File: config.mk
export PLATFORM = sky130hd
export DESIGN_NAME = piecewise_linear_interpolator
export DESIGN_NICKNAME = d
export VERILOG_FILES = /design/src/rtl/core/plin_pkg.sv /design/src/rtl/core/piecewise_linear_interpolator.sv
export SDC_FILE = /design/constraint.sdc
export NUM_CORES = 2
export LEC_CHECK = 0
export BUFFER_PORTS_ARGS = -buffer_cell sky130_fd_sc_hd__buf_2
export CELL_PAD_IN_SITES_DETAIL_PLACEMENT = 0
export CELL_PAD_IN_SITES_GLOBAL_PLACEMENT = 1
export CORE_UTILIZATION = 40
export CTS_BUF_LIST = sky130_fd_sc_hd__clkbuf_8
export DETAILED_ROUTE_END_ITERATION = 8
export PLACE_DENSITY = 0.73
export SYNTH_ARGS = -nofsm -noshare
export SYNTH_HDL_FRONTEND = slang
export SYNTH_SLANG_ARGS = --single-unit
export TNS_END_PERCENT = 100
File: constraint.sdc
create_clock -name clk_i -period 7.5 [get_ports clk_i]
set_input_delay 1.5 -clock clk_i [delete_from_list [all_inputs] [get_ports clk_i]]
set_output_delay 1.5 -clock clk_i [all_outputs]
set_load 0.005 [all_outputs]
File: src/rtl/core/plin_pkg.sv
`timescale 1ns / 1ps

package plin_pkg;

  localparam int unsigned DATA_W         = 16;
  localparam int unsigned CFG_W          = 5;
  localparam int unsigned IDX_IN_W       = 4;
  localparam int unsigned PROD_W         = 2 * DATA_W;
  localparam int unsigned BIT_CNT_W      = $clog2(PROD_W);
  localparam int unsigned MAX_POINTS_DEF = 16;
  localparam logic [CFG_W-1:0] POINT_COUNT_RST = CFG_W'(1);

  localparam logic CMD_LOAD = 1'b0;
  localparam logic CMD_EVAL = 1'b1;

  typedef enum logic [2:0] {
    S_IDLE,
    S_FETCH,
    S_TEST,
    S_MUL,
    S_DIV,
    S_FIN,
    S_DONE
  } state_e;

endpackage

File: src/rtl/core/piecewise_linear_interpolator.sv
`timescale 1ns / 1ps

// Piecewise linear function evaluator over a table of (x, y) breakpoints.
// Command channel: start_i with command_i and its fields is taken when busy_o
// is low. A load writes one breakpoint in the accept cycle, returns no result
// and leaves busy_o low. An evaluate raises busy_o and scans the breakpoints
// in slot order, each with one table read and one compare, then for an
// interior point does one multiply, a 32-bit restoring divide on its own
// subtract/compare unit and one add of the base. A new command can be taken
// in the cycle after the result.
// Result channel: value_o is valid for exactly one cycle with value_valid_o;
// the receiver cannot stall it.
// Configuration channel: cfg_data_i sets the number of breakpoints in use;
// cfg_ready_o is high while no evaluate is in flight.
// Reset: the count returns to one and the sequencer to idle; breakpoint
// contents are undefined until loaded.
module piecewise_linear_interpolator #(
  parameter int unsigned MAX_POINTS = plin_pkg::MAX_POINTS_DEF
) (
  input  logic                                clk_i,
  input  logic                                rst_ni,
  input  logic                                start_i,
  output logic                                busy_o,
  input  logic                                command_i,
  input  logic [plin_pkg::IDX_IN_W-1:0]       point_index_i,
  input  logic signed [plin_pkg::DATA_W-1:0]  point_x_i,
  input  logic signed [plin_pkg::DATA_W-1:0]  point_y_i,
  input  logic signed [plin_pkg::DATA_W-1:0]  sample_i,
  output logic signed [plin_pkg::DATA_W-1:0]  value_o,
  output logic                                value_valid_o,
  input  logic                                cfg_valid_i,
  output logic                                cfg_ready_o,
  input  logic [plin_pkg::CFG_W-1:0]          cfg_data_i
);

  localparam int unsigned IDX_W = $clog2(MAX_POINTS);
  localparam int unsigned CNT_W = $clog2(MAX_POINTS + 1);
  localparam int unsigned DW    = plin_pkg::DATA_W;
  localparam int unsigned PW    = plin_pkg::PROD_W;
  localparam int unsigned BW    = plin_pkg::BIT_CNT_W;

  plin_pkg::state_e state_q, state_d;

  logic [plin_pkg::CFG_W-1:0] point_count_q;
  logic [CNT_W-1:0]           n_used;
  logic [CNT_W-1:0]           i_q;

  logic [DW-1:0] xmem [MAX_POINTS];
  logic [DW-1:0] ymem [MAX_POINTS];
  logic signed [DW-1:0] rd_x_q, rd_y_q;

  logic signed [DW-1:0] sample_q, x0_q, y0_q;
  logic [DW-1:0]        ds_q, dy_mag_q, den_q, rem_q;
  logic                 neg_q;
  logic [PW-1:0]        quo_q;
  logic [BW-1:0]        bit_q;
  logic signed [DW-1:0] value_q;

  logic accept, wr_en, rd_en, ge, last, first, cfg_wr;
  logic [IDX_W-1:0] wr_addr;

  logic signed [DW:0] den_w, ds_w, dy_w, dy_abs_w;
  logic [PW-1:0]      prod_w;
  logic [DW:0]        shifted_w;
  logic               div_ge;
  logic [DW:0]        div_diff_w;
  logic [DW-1:0]      q_signed_w;

  assign accept  = start_i && !busy_o;
  assign wr_en   = accept && (command_i == plin_pkg::CMD_LOAD) &&
                   (32'(point_index_i) < MAX_POINTS);
  assign wr_addr = IDX_W'(point_index_i);
  assign cfg_wr  = cfg_valid_i && cfg_ready_o;

  always_comb begin
    if (point_count_q == '0) begin
      n_used = CNT_W'(1);
    end else if (32'(point_count_q) > MAX_POINTS) begin
      n_used = CNT_W'(MAX_POINTS);
    end else begin
      n_used = CNT_W'(point_count_q);
    end
  end

  assign ge    = sample_q >= rd_x_q;
  assign last  = CNT_W'(i_q + 1'b1) == n_used;
  assign first = i_q == '0;

  assign den_w    = {rd_x_q[DW-1], rd_x_q} - {x0_q[DW-1], x0_q};
  assign ds_w     = {sample_q[DW-1], sample_q} - {x0_q[DW-1], x0_q};
  assign dy_w     = {rd_y_q[DW-1], rd_y_q} - {y0_q[DW-1], y0_q};
  assign dy_abs_w = dy_w[DW] ? -dy_w : dy_w;
  assign prod_w   = ds_q * dy_mag_q;

  assign shifted_w  = {rem_q, quo_q[PW-1]};
  assign div_ge     = shifted_w >= {1'b0, den_q};
  assign div_diff_w = shifted_w - {1'b0, den_q};

  assign q_signed_w = neg_q ? (DW'(0) - quo_q[DW-1:0]) : quo_q[DW-1:0];

  always_comb begin
    state_d = state_q;
    case (state_q)
      plin_pkg::S_IDLE: begin
        if (accept && (command_i == plin_pkg::CMD_EVAL)) state_d = plin_pkg::S_FETCH;
      end
      plin_pkg::S_FETCH: state_d = plin_pkg::S_TEST;
      plin_pkg::S_TEST: begin
        if (ge) begin
          state_d = last ? plin_pkg::S_DONE : plin_pkg::S_FETCH;
        end else begin
          state_d = first ? plin_pkg::S_DONE : plin_pkg::S_MUL;
        end
      end
      plin_pkg::S_MUL: state_d = plin_pkg::S_DIV;
      plin_pkg::S_DIV: begin
        if (bit_q == '0) state_d = plin_pkg::S_FIN;
      end
      plin_pkg::S_FIN:  state_d = plin_pkg::S_DONE;
      plin_pkg::S_DONE: state_d = plin_pkg::S_IDLE;
      default:          state_d = plin_pkg::S_IDLE;
    endcase
  end

  always_comb begin
    busy_o        = state_q != plin_pkg::S_IDLE;
    rd_en         = state_q == plin_pkg::S_FETCH;
    value_valid_o = state_q == plin_pkg::S_DONE;
    cfg_ready_o   = state_q == plin_pkg::S_IDLE;
  end

  assign value_o = value_q;

  always_ff @(posedge clk_i or negedge rst_ni) begin
    if (!rst_ni) begin
      state_q       <= plin_pkg::S_IDLE;
      point_count_q <= plin_pkg::POINT_COUNT_RST;
    end else begin
      state_q <= state_d;
      if (cfg_wr) point_count_q <= cfg_data_i;
    end
  end

  always_ff @(posedge clk_i) begin
    if (wr_en) begin
      xmem[wr_addr] <= point_x_i;
      ymem[wr_addr] <= point_y_i;
    end
    if (rd_en) begin
      rd_x_q <= xmem[i_q[IDX_W-1:0]];
      rd_y_q <= ymem[i_q[IDX_W-1:0]];
    end
  end

  always_ff @(posedge clk_i) begin
    case (state_q)
      plin_pkg::S_IDLE: begin
        sample_q <= sample_i;
        i_q      <= '0;
      end
      plin_pkg::S_TEST: begin
        if (ge) begin
          x0_q    <= rd_x_q;
          y0_q    <= rd_y_q;
          i_q     <= CNT_W'(i_q + 1'b1);
          value_q <= rd_y_q;
        end else begin
          value_q  <= rd_y_q;
          den_q    <= den_w[DW-1:0];
          ds_q     <= ds_w[DW-1:0];
          dy_mag_q <= dy_abs_w[DW-1:0];
          neg_q    <= dy_w[DW];
        end
      end
      plin_pkg::S_MUL: begin
        quo_q <= prod_w;
        rem_q <= '0;
        bit_q <= BW'(PW - 1);
      end
      plin_pkg::S_DIV: begin
        rem_q <= div_ge ? div_diff_w[DW-1:0] : shifted_w[DW-1:0];
        quo_q <= {quo_q[PW-2:0], div_ge};
        bit_q <= BW'(bit_q - 1'b1);
      end
      plin_pkg::S_FIN: begin
        value_q <= y0_q + q_signed_w;
      end
      default: begin
      end
    endcase
  end

  a_eval_goes_busy: assert property (@(posedge clk_i) disable iff (!rst_ni)
    accept && (command_i == plin_pkg::CMD_EVAL) |=> busy_o)
    else $error("evaluate accepted without entering the scan");

  a_load_stays_idle: assert property (@(posedge clk_i) disable iff (!rst_ni)
    accept && (command_i == plin_pkg::CMD_LOAD) |=> !busy_o && !value_valid_o)
    else $error("load caused activity or a result");

  a_result_then_idle: assert property (@(posedge clk_i) disable iff (!rst_ni)
    value_valid_o |=> !busy_o && !value_valid_o)
    else $error("result strobe not followed by idle");

  a_scan_in_range: assert property (@(posedge clk_i) disable iff (!rst_ni)
    (state_q == plin_pkg::S_FETCH) |-> (i_q < n_used))
    else $error("scan index past the breakpoints in use");

  a_divisor_nonzero: assert property (@(posedge clk_i) disable iff (!rst_ni)
    (state_q == plin_pkg::S_DIV) |-> (den_q != '0))
    else $error("divide started with a zero divisor");

endmodule
# Yosys cells after proc, flatten, opt, wreduce, memory -nomap -nowiden
# Memories as Yosys holds them, arrays and structs flattened. A register that Yosys moved wholly into a read port is not among the register bits.
# Cells that the tools add are included.
# Widths: inputs -> output; s select.
[word_totals]
word_cells = 77
output_inout_bits = 19
mem_bits_rw = 512
n_memories = 2
reg_bits = 179
[op_classes]
mux = 19
eq_ne = 10
n_bitwise = 2
addsub = 9
n_lt_le_gt_ge = 3
multipliers = 1
n_reduce_logical = 17
[mem_list]
columns = ["name", "words", "word_bits", "rd", "rd_clocked_by_memory_dff", "write_ports", "line_no", "source"]
rows = [
  ["xmem", 16, 16, 1, 1, 1, "piecewise_linear_interpolator.sv:48", "logic [DW-1:0] xmem [MAX_POINTS];"],
  ["ymem", 16, 16, 1, 1, 1, "piecewise_linear_interpolator.sv:49", "logic [DW-1:0] ymem [MAX_POINTS];"],
]
[ops]
columns = ["cell", "n"]
rows = [
  ["$pmux 16 s2", 2],
  ["$pmux 32 s2", 1],
  ["$mux 16", 3],
  ["$sub 16x16->16", 3],
  ["$mul 16x16->32", 1],
  ["$pmux 5 s2", 2],
  ["$pmux 3 s6", 1],
  ["$ge 17x16->1", 1],
  ["$sub 16x16->17", 1],
  ["$add 16x16->16", 1],
  ["$ge 16x16->1", 1],
  ["$neg 16->16", 1],
  ["$sub 1x16->16 const A", 1],
  ["$logic_not 5->1", 3],
  ["$mux 3", 5],
  ["$mux 5", 3],
  ["$eq 3x3->1 const B", 3],
  ["$reduce_and 2->1", 4],
  ["$eq 3x2->1 const B", 2],
  ["$reduce_bool 2->1", 3],
  ["$add 5x1->5 const B", 1],
  ["$eq 5x5->1", 1],
  ["$gt 5x5->1 const B", 1],
  ["$sub 5x1->5 const B", 1],
  ["other kinds (9)", 15],
]

# Logic depth before layout (Yosys ltp)
[depth]
ltp_word = 7
ltp_mapped = 24
ltp_nobuf = 23

# Worst setup path before layout
# No wires, ideal clock.
[synth_timing]
path_type = "register to register"
startpoint = "register dy_mag_q[1]"
endpoint = "register quo_q[31], data pin"
stages_incl_launch_ff = 23
t_arrival_ps = 5937
slack_ps = 1293
setup_time_ps = 270
path_buffers = 1
path_cell_list = "edfxtp_1 clkbuf_1 nand2_1 fa_1 fa_1 fa_1 fa_1 inv_1 fa_1 inv_1 fa_1 inv_1 ha_1 a21oi_1 o211ai_1 a21o_1 o31a_1 a311o_1 nand4_1 o21ai_1 a211oi_1 xnor2_1 a21oi_1"
[synth_via]
elab_chain_cells = 2
[synth_rtl]
columns = ["item", "line_no", "source"]
rows = [
  ["start, declared", "piecewise_linear_interpolator.sv:53", "logic [DW-1:0] ds_q, dy_mag_q, den_q, rem_q;"],
  ["start signal, assigned", "piecewise_linear_interpolator.sv:171", "dy_mag_q <= dy_abs_w[DW-1:0];"],
  ["$mul 16x16->32", "piecewise_linear_interpolator.sv:93", "assign prod_w = ds_q * dy_mag_q;"],
  ["$pmux 32 s2", "piecewise_linear_interpolator.sv:156", "case (state_q)"],
  ["end signal, assigned", "piecewise_linear_interpolator.sv:176", "quo_q <= prod_w;"],
  ["end signal, assigned", "piecewise_linear_interpolator.sv:182", "quo_q <= {quo_q[PW-2:0], div_ge};"],
  ["end, declared", "piecewise_linear_interpolator.sv:55", "logic [PW-1:0] quo_q;"],
]
# No other way between the ends.
# A chain may end at the register's enable or synchronous reset.

# Final worst setup path
[layout_timing]
startpoint = "register ds_q[9]"
endpoint = "register quo_q[30], data pin"
[layout_via]
elab_chain_cells = 2
[layout_rtl]
columns = ["item", "line_no", "source"]
rows = [
  ["start, declared", "piecewise_linear_interpolator.sv:53", ""],
  ["start signal, assigned", "piecewise_linear_interpolator.sv:170", "ds_q <= ds_w[DW-1:0];"],
  ["$mul 16x16->32", "piecewise_linear_interpolator.sv:93", ""],
  ["$pmux 32 s2", "piecewise_linear_interpolator.sv:156", ""],
]
# No other way between the ends.

==> qor.txt <==
CP Launch Type = flip-flop
synth top area cells = edfxtp_1 (54%), fa_1 (10%), mux4_2 (9.1%)
deepest clock path buffer count = 3
DR iter-0 viols = 1549
area grow syn2layout = 10.9%
YS warnings = 0
Mapped Cells = 2782
HPWL Detailed = 60.9 mm
most frequent cell after synthesis = edfxtp_1
CTS tree = yes
start point of the critical path = ds_q[9]
die area = 0.100 mm2
Initial Utilization = 40.3%
FP Rows = 115
commonest cells in the synthesized netlist = edfxtp_1 (715), inv_1 (329), nand2_1 (245)
routability cong. = 0.883
Clock transition at path regs = 0.06 ns
IO Port Bufs = 80
Min Clock Period, post-route = 7.01 ns
worst slew pin tran = 1.09 ns
Hold Fails Final Rpt = 0
Layout Skew = 0.0400 ns
core area = 0.0983 mm2
drt pass-1 iters = 6
post-CTS setup buffer count = 0
Tcrit/Tclk final = 93.5%
Post-layout nets = 3390
wire length per cell after detailed routing = 21.2 um
Resize count post-CTS = 0
critical path type = reg2reg
layout cell share with drive strength beyond 1 = 16.3%
H-tree Lvls = 3
Mapped Nets = 3245
asr flop ratio synth = 1.11%
hold_sp = rd_y_q[0]
Routed Wire Length = 91.3 mm
path type of the worst min-delay path = reg2reg
Register Area = 0.0217 mm2
final setup vio count = 0
Netlist cell types = 78
post-synth top area share = 54.1%
Max Slew Vio Count = 0
final setup TNS = 0 ns
filler instances = 8666
total I/O pin count = 81
syn avg cell area = 14.3 um2
# hold bufs at CTS = 0
CTS Buf Count = 111
Most used DFF post-synth = edfxtp_1
vias in the first global route = 24.2k
Die Height = 317 um
clk root buf = clkbuf_8
number of synthesized flops with an enable pin = 715
outcome = finished, final reports clean
die extent in x = 317 um
routed via count = 22.8k
detailed-route DRC error count = 0
largest net degree at the start of global routing = 73
RSZ-0062 raised after global routing = no
worst r2r src = ds_q[9]
Post-DRT Antenna Nets = 0
slew margin rel. = 27.2%
WP data arrival = 7.46 ns
Syn Std Cell Area = 0.0397 mm2
antenna violations before repair = 17
sequential share of the synthesized area = 54.7%
area leader, netlist = edfxtp_1
GRT Overall Usage = 18.6%
achievable clock frequency = 143 MHz
Setup crit end kind = flip-flop
synthesis-stage register bit count = 723
Worst-Skew Late Latency = 0.74 ns
total congestion overflow = 0
WP data required = 7.95 ns
first-pass GRT wire length = 141 mm
critical path fanouts, max = 16
clock sinks = 723
Max-cap violations = 0
drt via density = 5.30
multi-input logic area = 0.0166 mm2
cell type report:
| class | count | share of cell area (%) |
|---|---|---|
| clock inverters | 84 | 1.33 |
| inverters | 330 | 2.82 |
| well taps | 1287 | 3.66 |
| diodes | 3 | 0.0171 |
| repair buffers | 121 | 1.61 |
| clock buffers | 116 | 3.63 |
| flip-flops and latches | 723 | 49.3 |
| multi-input cells | 1640 | 37.7 |
cells by family (layout without fill, tap and decap cells):
| family | count (synthesis) | count (layout) | share of synthesized area, % |
|---|---|---|---|
| adders and majority gates | 401 | 401 | 16.4 |
| AOI/OAI and AO/OA | 300 | 300 | 5.09 |
| and+or+nand+nor | 650 | 650 | 7.82 |
| xor gates and xnor gates | 117 | 117 | 2.62 |
| muxes | 172 | 172 | 9.41 |
| DFF | 723 | 723 | 54.7 |
| other | 0 | 3 | 0 |
| buffers and inverters | 419 | 651 | 3.98 |
worst max-delay path, cell delays in order (launching register included):
cell and delay (ns):
edfxtp_1 0.67, and2_1 0.28, fa_1 0.55, inv_1 0.06, fa_1 0.48, fa_1 0.53, inv_1 0.06, fa_1 0.49
fa_1 0.50, inv_1 0.05, fa_1 0.48, inv_1 0.04, ha_1 0.30, nand2_1 0.10, a2111oi_2 0.55, o211ai_1 0.20
a21oi_1 0.36, or3_1 0.17, a21oi_1 0.11, o41ai_1 0.40, a21oi_1 0.13, xor2_1 0.14, o21ai_1 0.07
metal layers:
metal,wire (um),track usage [%]
met3,5500,3.36
met1,39200,24.8
met5,103,0
met2,44500,31.0
met4,2000,5.51
cell usage in the layout (no fill, tap or decap), types with 11 or more instances in the layout:
master    count
edfxtp_1    715
inv_1       359
nand2_1     245
ha_1        202
fa_1        199
mux4_2      160
and2_1      120
clkbuf_8    116
nor2_1      111
xnor2_1      87
a21oi_1      85
buf_2        80
o21ai_0      67
buf_4        41
xor2_1       29
a21o_1       29
nor2b_1      28
nor3_1       27
nand3_1      24
clkinv_1     22
nand2b_1     16
clkinv_2     16
nor2_4       14
o21bai_1     11
nand4_1      11
path summary, 6_finish.rpt:
path	end	cells after the start	slack, ns
max	quo_q[30]	22	0.49
min reg2reg	y0_q[0]	0	0.47
max reg2reg	quo_q[30]	22	0.49
min	y0_q[0]	0	0.47
min in group asynchronous	state_q[2]	1	0.63
max in group asynchronous	point_count_q[0]	1	6.58
registers in the layout, summed over array words and instances (netlist names):
signal and cells:
xmem 256, ymem 256, quo_q 32, den_q 16
ds_q 16, dy_mag_q 16, rd_x_q 16, rd_y_q 16
rem_q 16, sample_q 16, value_o 16, x0_q 16
y0_q 16, bit_q 5, i_q 5, point_count_q 5
state_q 3, neg_q 1
stage by stage:
step	hold slack, ns	worst slack, ns	area (um2)	utilization, %	std cells
floorplan	0.426	1.29	39700	-	2782
global placement	0.443	0.573	41800	42.5	4101
detailed placement	0.458	0.558	41800	42.5	4101
CTS	0.466	0.475	44000	44.7	4301
global route	0.497	0.0586	44000	44.8	4302
finish	0.465	0.488	44000	44.8	4304
Power is left out: the tool's default activity adds up to more than one toggle a clock period on the data nets, which glitch-free logic cannot reach.
